==> config.mk <==
export PLATFORM = sky130hd
export DESIGN_NAME = encoder_key_front_panel_core
export DESIGN_NICKNAME = d
export VERILOG_FILES = /design/src/sv/ekfp_pkg.sv /design/src/sv/ekfp_front.sv /design/src/sv/ekfp_queue.sv /design/src/sv/ekfp_back.sv /design/src/sv/encoder_key_front_panel_core.sv
export SDC_FILE = /design/constraint.sdc
export NUM_CORES = 1
export LEC_CHECK = 0
export BUFFER_PORTS_ARGS = -buffer_cell sky130_fd_sc_hd__buf_4
export CAP_MARGIN = 20
export CORE_AREA = 2 2 78 80
export DETAILED_ROUTE_END_ITERATION = 10
export DIE_AREA = 0 0 80 82
export PLACE_DENSITY_LB_ADDON = 0.08
export SYNTH_ARGS = -nofsm -noshare
export SYNTH_HDL_FRONTEND = slang
export SYNTH_SLANG_ARGS = --single-unit
==> constraint.sdc <==
create_clock -name clk_i -period 1.73 [get_ports clk_i]
set_input_delay 0.173 -clock clk_i [delete_from_list [all_inputs] [get_ports clk_i]]
set_output_delay 0.173 -clock clk_i [all_outputs]
set_load 0.1 [all_outputs]
==> src/sv/ekfp_pkg.sv <==
`timescale 1ns / 1ps
`default_nettype none

package ekfp_pkg;

  typedef enum logic [1:0] {
    StepNone = 2'd0,
    StepUp   = 2'd1,
    StepDown = 2'd2
  } step_e;

  typedef enum logic [1:0] {
    CfgAdjustCurrent = 2'd0,
    CfgSingleRail    = 2'd1,
    CfgTrackingOn    = 2'd2
  } cfg_idx_e;

  localparam logic [1:0] EncRest    = 2'd3;
  localparam logic [1:0] EncFromUp  = 2'd1;
  localparam logic [1:0] EncFromDn  = 2'd2;
  localparam logic [1:0] KeysIdle   = 2'b11;
  localparam logic [7:0] BounceIdle = 8'hFF;
  localparam logic [7:0] BounceArm  = 8'hFE;
  localparam logic [6:0] SizeOne     = 7'd1;
  localparam logic [6:0] SizeTen     = 7'd10;
  localparam logic [6:0] SizeHundred = 7'd100;
  localparam int unsigned QDepth = 2;
  localparam int unsigned QPtrW  = 1;
  localparam int unsigned QCntW  = 2;

  typedef struct packed {
    logic adjust_current;
    logic single_rail;
    logic tracking_on;
  } cfg_t;

  typedef struct packed {
    step_e      ch1_step;
    step_e      ch2_step;
    logic [1:0] clean_keys;
    logic [1:0] keys_changed;
  } cls_t;

endpackage

`default_nettype wire

==> src/sv/ekfp_front.sv <==
`timescale 1ns / 1ps
`default_nettype none

module ekfp_front (
  input  logic              clk_i,
  input  logic              rst_ni,
  input  logic              in_valid_i,
  output logic              in_ready_o,
  input  logic [1:0]        enc1_pins_i,
  input  logic [1:0]        enc2_pins_i,
  input  logic [1:0]        raw_keys_i,
  input  logic              single_rail_i,
  input  logic              full_i,
  output logic              push_o,
  output ekfp_pkg::cls_t    push_data_o
);
  import ekfp_pkg::*;

  logic [1:0] prev_one_q, prev_one_d;
  logic [1:0] prev_two_q, prev_two_d;
  logic [1:0] stable_q, stable_d;
  logic [7:0] bounce_q, bounce_d;
  logic [1:0] changed;

  function automatic step_e decode_move(input logic [1:0] prev, input logic [1:0] cur);
    step_e res;
    res = StepNone;
    if (cur != prev && cur == EncRest) begin
      case (prev)
        EncFromUp: res = StepUp;
        EncFromDn: res = StepDown;
        default:   res = StepNone;
      endcase
    end
    return res;
  endfunction

  assign in_ready_o = !full_i;
  assign push_o     = in_valid_i && !full_i;

  always_comb begin
    prev_one_d = prev_one_q;
    prev_two_d = prev_two_q;
    stable_d   = stable_q;
    bounce_d   = bounce_q;
    changed    = 2'b00;
    if (push_o) begin
      prev_one_d = enc1_pins_i;
      prev_two_d = enc2_pins_i;
      if (raw_keys_i != stable_q) begin
        if (bounce_q == BounceIdle) begin
          bounce_d = BounceArm;
        end else if (bounce_q != 8'd0) begin
          bounce_d = bounce_q >> 1;
        end else begin
          changed  = raw_keys_i ^ stable_q;
          stable_d = raw_keys_i;
          bounce_d = BounceIdle;
        end
      end else begin
        bounce_d = BounceIdle;
      end
    end
    push_data_o.ch1_step     = decode_move(prev_one_q, enc1_pins_i);
    push_data_o.ch2_step     = single_rail_i ? StepNone : decode_move(prev_two_q, enc2_pins_i);
    push_data_o.clean_keys   = stable_d;
    push_data_o.keys_changed = changed;
  end

  always_ff @(posedge clk_i or negedge rst_ni) begin
    if (!rst_ni) begin
      prev_one_q <= EncRest;
      prev_two_q <= EncRest;
      stable_q   <= KeysIdle;
      bounce_q   <= BounceIdle;
    end else begin
      prev_one_q <= prev_one_d;
      prev_two_q <= prev_two_d;
      stable_q   <= stable_d;
      bounce_q   <= bounce_d;
    end
  end

endmodule

`default_nettype wire

==> src/sv/ekfp_queue.sv <==
`timescale 1ns / 1ps
`default_nettype none

module ekfp_queue (
  input  logic            clk_i,
  input  logic            rst_ni,
  input  logic            push_i,
  input  ekfp_pkg::cls_t  data_i,
  output logic            full_o,
  input  logic            pop_i,
  output ekfp_pkg::cls_t  data_o,
  output logic            empty_o
);
  import ekfp_pkg::*;

  cls_t             mem_q [QDepth];
  logic [QPtrW-1:0] wr_ptr_q, rd_ptr_q;
  logic [QCntW-1:0] count_q, count_d;

  assign full_o  = (count_q == QCntW'(QDepth));
  assign empty_o = (count_q == '0);
  assign data_o  = mem_q[rd_ptr_q];

  always_comb begin
    count_d = count_q;
    if (push_i && !(pop_i && !empty_o)) begin
      count_d = count_q + QCntW'(1);
    end else if (!push_i && pop_i && !empty_o) begin
      count_d = count_q - QCntW'(1);
    end
  end

  always_ff @(posedge clk_i) begin
    if (push_i) begin
      mem_q[wr_ptr_q] <= data_i;
    end
  end

  always_ff @(posedge clk_i or negedge rst_ni) begin
    if (!rst_ni) begin
      wr_ptr_q <= '0;
      rd_ptr_q <= '0;
      count_q  <= '0;
    end else begin
      if (push_i) begin
        wr_ptr_q <= wr_ptr_q + QPtrW'(1);
      end
      if (pop_i && !empty_o) begin
        rd_ptr_q <= rd_ptr_q + QPtrW'(1);
      end
      count_q <= count_d;
    end
  end

endmodule

`default_nettype wire

==> src/sv/ekfp_back.sv <==
`timescale 1ns / 1ps
`default_nettype none

module ekfp_back (
  input  logic            clk_i,
  input  logic            rst_ni,
  input  ekfp_pkg::cfg_t  cfg_i,
  input  logic            empty_i,
  input  ekfp_pkg::cls_t  data_i,
  output logic            pop_o,
  output logic            out_valid_o,
  input  logic            out_ready_i,
  output logic [1:0]      ch1_step_o,
  output logic [1:0]      ch2_step_o,
  output logic            adjusts_current_o,
  output logic [6:0]      step_size_one_o,
  output logic [6:0]      step_size_two_o,
  output logic [1:0]      clean_keys_o,
  output logic [1:0]      keys_changed_o
);
  import ekfp_pkg::*;

  logic [6:0] size_one_q, size_one_d;
  logic [6:0] size_two_q, size_two_d;
  logic       out_valid_q;
  cls_t       res_q;
  logic       adj_q;

  function automatic logic [6:0] next_size(input logic [6:0] s);
    logic [6:0] res;
    if (s == SizeOne) begin
      res = SizeTen;
    end else if (s == SizeTen) begin
      res = SizeHundred;
    end else begin
      res = SizeOne;
    end
    return res;
  endfunction

  assign pop_o = !empty_i && (!out_valid_q || out_ready_i);

  always_comb begin
    size_one_d = size_one_q;
    size_two_d = size_two_q;
    if (data_i.keys_changed[0] && data_i.clean_keys[0]) begin
      size_one_d = next_size(size_one_d);
      if (cfg_i.tracking_on) begin
        size_two_d = size_one_d;
      end
    end
    if (data_i.keys_changed[1] && !cfg_i.single_rail && data_i.clean_keys[1]) begin
      size_two_d = next_size(size_two_d);
      if (cfg_i.tracking_on) begin
        size_one_d = size_two_d;
      end
    end
  end

  always_ff @(posedge clk_i or negedge rst_ni) begin
    if (!rst_ni) begin
      size_one_q  <= SizeOne;
      size_two_q  <= SizeOne;
      out_valid_q <= 1'b0;
    end else begin
      if (pop_o) begin
        size_one_q  <= size_one_d;
        size_two_q  <= size_two_d;
        out_valid_q <= 1'b1;
      end else if (out_ready_i) begin
        out_valid_q <= 1'b0;
      end
    end
  end

  always_ff @(posedge clk_i) begin
    if (pop_o) begin
      res_q <= data_i;
      adj_q <= cfg_i.adjust_current;
    end
  end

  assign out_valid_o       = out_valid_q;
  assign ch1_step_o        = res_q.ch1_step;
  assign ch2_step_o        = res_q.ch2_step;
  assign adjusts_current_o = adj_q;
  assign step_size_one_o   = size_one_q;
  assign step_size_two_o   = size_two_q;
  assign clean_keys_o      = res_q.clean_keys;
  assign keys_changed_o    = res_q.keys_changed;

  a_size_one_legal: assert property (@(posedge clk_i) disable iff (!rst_ni)
    size_one_q == SizeOne || size_one_q == SizeTen || size_one_q == SizeHundred)
    else $error("channel 1 step size out of cycle");

  a_size_two_legal: assert property (@(posedge clk_i) disable iff (!rst_ni)
    size_two_q == SizeOne || size_two_q == SizeTen || size_two_q == SizeHundred)
    else $error("channel 2 step size out of cycle");

  a_pop_loads_output: assert property (@(posedge clk_i) disable iff (!rst_ni)
    pop_o |=> out_valid_q)
    else $error("popped item did not reach output register");

  a_sizes_hold_without_pop: assert property (@(posedge clk_i) disable iff (!rst_ni)
    !pop_o |=> $stable(size_one_q) && $stable(size_two_q))
    else $error("step sizes changed without an item");

endmodule

`default_nettype wire

==> src/sv/encoder_key_front_panel_core.sv <==
`timescale 1ns / 1ps
`default_nettype none

// Front panel input block for two quadrature encoders and two push keys. Each input
// item is one sample tick; each produces exactly one result item with the encoder steps,
// the debounced key state and the current step sizes. The block sustains one item per
// clock while results are taken: the front stage classifies a tick in the cycle it is
// accepted, a two-entry queue holds it, and the back stage applies the step-size update
// and loads the output register from the popped item, so each item is registered in the
// queue and then in the output register. While the output is held back, the queue absorbs
// two more items and then the input stalls until a result is taken.
// The configuration port is always ready; write it only while no item is in flight.

module encoder_key_front_panel_core (
  input  logic       clk_i,
  input  logic       rst_ni,
  input  logic       cfg_valid_i,
  output logic       cfg_ready_o,
  input  logic [1:0] cfg_index_i,
  input  logic       cfg_data_i,
  input  logic       in_valid_i,
  output logic       in_ready_o,
  input  logic [1:0] enc1_pins_i,
  input  logic [1:0] enc2_pins_i,
  input  logic [1:0] raw_keys_i,
  output logic       out_valid_o,
  input  logic       out_ready_i,
  output logic [1:0] ch1_step_o,
  output logic [1:0] ch2_step_o,
  output logic       adjusts_current_o,
  output logic [6:0] step_size_one_o,
  output logic [6:0] step_size_two_o,
  output logic [1:0] clean_keys_o,
  output logic [1:0] keys_changed_o
);
  import ekfp_pkg::*;

  cfg_t cfg_q, cfg_d;
  logic push, full, pop, empty;
  cls_t push_data, pop_data;

  assign cfg_ready_o = 1'b1;

  always_comb begin
    cfg_d = cfg_q;
    if (cfg_valid_i) begin
      case (cfg_idx_e'(cfg_index_i))
        CfgAdjustCurrent: cfg_d.adjust_current = cfg_data_i;
        CfgSingleRail:    cfg_d.single_rail    = cfg_data_i;
        CfgTrackingOn:    cfg_d.tracking_on    = cfg_data_i;
        default:          cfg_d = cfg_q;
      endcase
    end
  end

  always_ff @(posedge clk_i or negedge rst_ni) begin
    if (!rst_ni) begin
      cfg_q <= '0;
    end else begin
      cfg_q <= cfg_d;
    end
  end

  ekfp_front u_front (
    .clk_i         (clk_i),
    .rst_ni        (rst_ni),
    .in_valid_i    (in_valid_i),
    .in_ready_o    (in_ready_o),
    .enc1_pins_i   (enc1_pins_i),
    .enc2_pins_i   (enc2_pins_i),
    .raw_keys_i    (raw_keys_i),
    .single_rail_i (cfg_q.single_rail),
    .full_i        (full),
    .push_o        (push),
    .push_data_o   (push_data)
  );

  ekfp_queue u_queue (
    .clk_i   (clk_i),
    .rst_ni  (rst_ni),
    .push_i  (push),
    .data_i  (push_data),
    .full_o  (full),
    .pop_i   (pop),
    .data_o  (pop_data),
    .empty_o (empty)
  );

  ekfp_back u_back (
    .clk_i             (clk_i),
    .rst_ni            (rst_ni),
    .cfg_i             (cfg_q),
    .empty_i           (empty),
    .data_i            (pop_data),
    .pop_o             (pop),
    .out_valid_o       (out_valid_o),
    .out_ready_i       (out_ready_i),
    .ch1_step_o        (ch1_step_o),
    .ch2_step_o        (ch2_step_o),
    .adjusts_current_o (adjusts_current_o),
    .step_size_one_o   (step_size_one_o),
    .step_size_two_o   (step_size_two_o),
    .clean_keys_o      (clean_keys_o),
    .keys_changed_o    (keys_changed_o)
  );

endmodule

`default_nettype wire
# [After elaboration in Yosys (flattened, before gate mapping)]
# Memory sizes are Yosys's and may differ from the RTL's.
# Cells that the tools add are included.
# Widths: inputs -> output; s select.
[word_totals] in_bits=14 wordCells=99 out_inout_bits=26 ram_bits=16 ff_bits=45 romBits=0 latchBits=0 n_memories=1
[op_classes] muxes=32 n_shift=0 bitwise_logic=1 eq_ne=17 magnitude_cmp=0 multipliers=0 n_reduce_logical=26 n_div=0 n_addsub=4
[memory_table] name="u_queue.mem_q" depth=2 width=8 rd=1 rd_clocked_by_memory_dff=0 write_ports=1 line_no="ekfp_queue.sv:16" text="cls_t mem_q [QDepth];"
[ops] op="$mux 7" count=10
[ops] op="$mux 2" count=13
[ops] op="$mux 8" count=3
[ops] op="$eq 7x1->1 const B" count=2
[ops] op="$eq 7x4->1 const B" count=2
[ops] op="$eq 2x2->1 const B" count=6
[ops] op="$logic_and 1x1->1" count=11
[ops] op="$eq 8x8->1 const B" count=1
[ops] op="$pmux 2 s2" count=2
[ops] op="$reduce_bool 8->1" count=1
[ops] op="$eq 2x1->1 const B" count=3
[ops] op="$logic_not 1->1" count=6
[ops] op="$ne 2x2->1" count=3
[ops] op="$reduce_and 2->1" count=3
[ops] op="$logic_not 2->1" count=2
[ops] op="$mux 1" count=4
[ops] op="$reduce_bool 2->1" count=2
[ops] op="$add 1x1->1 const B" count=2
[ops] op="$add 2x1->2 const B" count=1
[ops] op="$sub 2x1->2 const B" count=1
[ops] op="$xor 2x2->2" count=1
[ops] op="$logic_or 1x1->1" count=1

# [Logic depth before layout (Yosys ltp)]
[logic_depth] word_depth=10 mapped_depth=5 depth_no_buf=5

# [Hierarchy]
# Synthesis repeated with hierarchy kept, for this count alone.
[hier_totals] cells_unflattened=203 area_unflattened_um2=2717.6
[by_module_without_submodules] module="ekfp_back" area_per_inst_um2=1076.0 seq_area_each_um2=648.1 instances=1 cells_per_inst=92
[by_module_without_submodules] module="ekfp_queue" area_per_inst_um2=783.3 seq_area_each_um2=580.6 instances=1 cells_per_inst=45
[by_module_without_submodules] module="ekfp_front" area_per_inst_um2=710.7 seq_area_each_um2=367.9 instances=1 cells_per_inst=55
[by_module_without_submodules] module="encoder_key_front_panel_core" area_per_inst_um2=147.6 seq_area_each_um2=75.1 instances=1 cells_per_inst=11

# [Least setup slack after synthesis]
# Ideal clock, no wire load.
[synth_path] kind="reg-to-reg" from="register u_queue.count_q[0]" to="memory u_queue.mem_q[0][0] (netlist bit), enable pin" required_time_ns=1.360 path_buffers=1 setup_slack_ns=-0.761 path_stages_with_launch=5 setup_ns=0.370 t_arrival_ns=2.121 period_less_slack_ns=2.491 path_cell_list="dfrtp_1 > nand2b_1 > nand2_1 > buf_1 > nor2_1"
[synth_between] elab_chain_len=5
[synth_rtl] element="from (decl)" line_no="ekfp_queue.sv:18" text="logic [QCntW-1:0] count_q, count_d;"
[synth_rtl] element="from (signal assigned)" line_no="ekfp_queue.sv:51" text="count_q <= count_d;"
[synth_rtl] element="$eq 2x2->1" line_no="ekfp_queue.sv:20" text="assign full_o = (count_q == QCntW'(QDepth));"
[synth_rtl] element="$logic_not 1->1"
[synth_rtl] element="named net in_ready_o" line_no="encoder_key_front_panel_core.sv:22" text="output logic in_ready_o,"
[synth_rtl] element="$logic_and 1x1->1" line_no="ekfp_front.sv:39" text="assign push_o = in_valid_i && !full_i;"
[synth_rtl] element="$mux 1" line_no="ekfp_queue.sv:34" text="if (push_i) begin"
[synth_rtl] element="$mux 1 (implied by the code)" line_no="ekfp_queue.sv:35" text="mem_q[wr_ptr_q] <= data_i;"
[synth_rtl] element="to (decl)" line_no="ekfp_queue.sv:16"
# The timed path passes the listed nets, and every way through them passes these cells.

==> reports/metrics.yaml <==
status: "finished, final reports clean"
ys_seq_area_share_pct: 59.7
drc: 0
nNetsFinal: 300
antenna_found_initial: 0
port_buffers: 38
fin_setup_tns_ns: 0
rsz0062_at_grt: "true"
drt_iter0_markers: 105
setup_viol: 0
rows: 28
skew_ns: 0.00679
crit_slowest_cell: "or4_4"
layout-drive-gt1-share_pct: 44.3
timing.rr.end: "u_queue.mem_q[1][2]"
start_util_pct: 48.7
cts.path.max_buffers: 2
synth_edf_count: 25
postSynthCellCount: 229
grt_pass1_vias: 1882
grt_pass1_wl_mm: 9.14
synth_top_cell_area_share_pct: 26.8
crit_family: "simple AND/OR/NAND/NOR gates"
cp.buffers_inverters: 0
drt-pass1-iter-count: 4
yosys-top-cells-area: "edfxtp_1 27%, dfrtp_1 18%, dfstp_2 15%, nand2_1 5.0%, mux2_2 4.4%"
cts_made_buffers: 9
place_congestion: 0.834
cts_sinks: 61
ys_async_sr_fraction_pct: 59.0
clock_latency_ns: 0.33
hold_violations: 0
critPathMaxFanout: 3
synthToLayoutAreaGrowth_pct: 26.4
dp_hpwl_mm: 3.73
critical_path_class: "reg -> reg"
maxCapViolCount: 0
cts_tree: "yes"
holdPathStages: 3
grt_max_degree: 37
clkTransAtPathRegs_ns: 0.07
reg2reg_slack_ns: 0.03
worstPathRequired_ns: 1.81
yosys.area.top_type: "edfxtp_1"
setup_ws_ns: 0.0257
root_buffer: "clkbuf_8"
grt_usage_pct: 18.5
startpoint: "u_front.bounce_q[0]"
ys.flop_type: "edfxtp_1"
endpoint_kind: "flop"
nFillCells: 493
synth_commonest_cells: "37 x nand2_1, 25 x edfxtp_1, 20 x dfrtp_1"
cp_cell_sequence: "or4_4 -> nor2_4 -> nand2_2 -> mux2_4"
drt_wl_total_mm: 5.30
synth_nets: 243
h-tree-depth: 3
yosysWarnings: 0
yosysUniqueCellTypes: 53
syn_area_sq_mm: 0.00280
grt_overflow_total: 0
cp-start-kind: "flop"
max_freq_ghz: 0.587
slowest_delay_ns: 0.54
r2r_cells: 4
synth_seq_cells: 61
preCtsSetupSlack_ns: 0.0105
antenna_cells: 0
synth.most_common_cell: "nand2_1"
dieHeight_um: 82
die_w_um: 80
num_vias: 1953
hold_path.class: "in -> reg"
die-area_sq_mm: 0.00656
postSynthAreaPerCell_sq_um: 12.2
fin_crit_sh_pct: 98.5
ant_nets: 0
path_depth: 4
drv_slew: 0
core_sq_mm: 0.00575
wl_per_cell_um: 14.5
period_minus_slack_ns: 1.70
cp_data_arrival_time_ns: 1.78
worstReg2RegStart: "u_front.bounce_q[0]"
vias_per_cell: 5.34
cp-endpoint: "u_queue.mem_q[1][2]"
io-pin-count: 40
==> cell usage in the layout, fill, tap and decap left out, drive strengths merged, types with 2 or more instances in the layout <==
master    Yosys  layout
edfxtp       25      25
nor3b         7       7
clkinv        0       2
or3b          2       2
nand3b        4       4
xnor2         4       4
o21bai        2       2
or4           4       4
nor2b         3       3
o221a         2       2
nand4         7       7
dfstp        16      16
o221ai        5       5
nor2         10      10
dfrtp        20      20
nand2        39      39
inv          11      11
nand3         8       8
nand2b        2       2
buf           3      49
a21oi         2       2
clkbuf        1      10
o211ai        8       8
bufinv        0       2
a31oi         2       2
mux2         13      13
and4b         2       2
o21ai         9       9
clkinvlp      0       2
nor4          3       3
==> stage by stage <==
| stage | instance area, sq um | hold WS (ns) | util [%] | instances |
|---|---|---|---|---|
| after floorplan | 2850 | -0.123 | - | 229 |
| after global placement | 3280 | 0.164 | 57.1 | 348 |
| after detailed placement | 3280 | 0.165 | 57.1 | 348 |
| after CTS | 3510 | 0.0246 | 61.0 | 365 |
| after global routing | 3540 | 0.0415 | 61.5 | 366 |
| final | 3540 | 0.0396 | 61.5 | 366 |
==> cells by family (layout without fill, tap and decap cells) <==
logic type | after synthesis | count (layout) | share of synthesized area, %
muxes | 13 | 13 | 5.50
xor gates and xnor gates | 4 | 4 | 1.25
other | 1 | 1 | 0.134
DFF | 61 | 61 | 59.7
buffers and inverters | 15 | 77 | 2.28
AOI/OAI and AO/OA | 36 | 36 | 10.2
and+or+nand+nor | 99 | 99 | 20.8
==> state kept, by name, indices dropped and copies added, names as in the netlist <==
register	cells
u_back.step_size_one_o	7
u_back.out_valid_o	1
u_back.ch2_step_o	2
u_back.clean_keys_o	2
u_back.keys_changed_o	2
u_queue.mem_q	16
u_back.ch1_step_o	2
u_queue.wr_ptr_q	1
cfg_q	3
u_front.bounce_q	8
u_queue.rd_ptr_q	1
u_front.prev_one_q	2
u_back.step_size_two_o	7
u_front.stable_q	2
u_queue.count_q	2
u_front.prev_two_q	2
u_back.adjusts_current_o	1
==> what timing repair did <==
action / CTS / global route
gates resized for setup: 0 / 4
setup buffers: 0 / 1
endpoints found under the setup margin: 0 / 15
endpoints found under the hold margin: 20 / 0
hold buffers: 1 / 0
==> layer usage <==
layer  wire, um  up-vias  track usage [%]
met3        251        4             4.29
met1       2700      937             27.2
met5          0        -                0
li1           -      966                -
met4         53        0             10.3
met2       2290       46             24.9
==> worst min path at each step <==
stage / from / endpoint / slack (ns)
finish: enc2_pins_i[0] / u_front.prev_two_q[0] / 0.04
global route: enc2_pins_i[0] / u_front.prev_two_q[0] / 0.04
CTS: enc1_pins_i[0] / u_front.prev_one_q[0] / 0.02
detailed placement: rst_ni / u_back.step_size_two_o[5] / 0.17
global placement: rst_ni / u_back.step_size_two_o[5] / 0.16
floorplan: rst_ni / cfg_q[0] / -0.12
==> worst register-to-register path, stage by stage, from the launching register on <==
cell	delay, ns
dfstp_2	0.38
or4_4	0.54
nor2_4	0.13
nand2_2	0.08
mux2_4	0.32
==> cell type report <==
| cell class | count | area (sq um) | area share [%] |
|---|---|---|---|
| flip-flops and latches | 61 | 1700 | 48.2 |
| repair buffers | 50 | 378 | 10.7 |
| clock inverters | 6 | 87.6 | 2.48 |
| inverters | 11 | 41.3 | 1.17 |
| clock buffers | 10 | 128 | 3.61 |
| well taps | 75 | 93.8 | 2.65 |
| multi-input cells | 153 | 1100 | 31.2 |
Power is not shown: default switching activity piles up to over one toggle a cycle in this logic, so the estimate is an artifact.
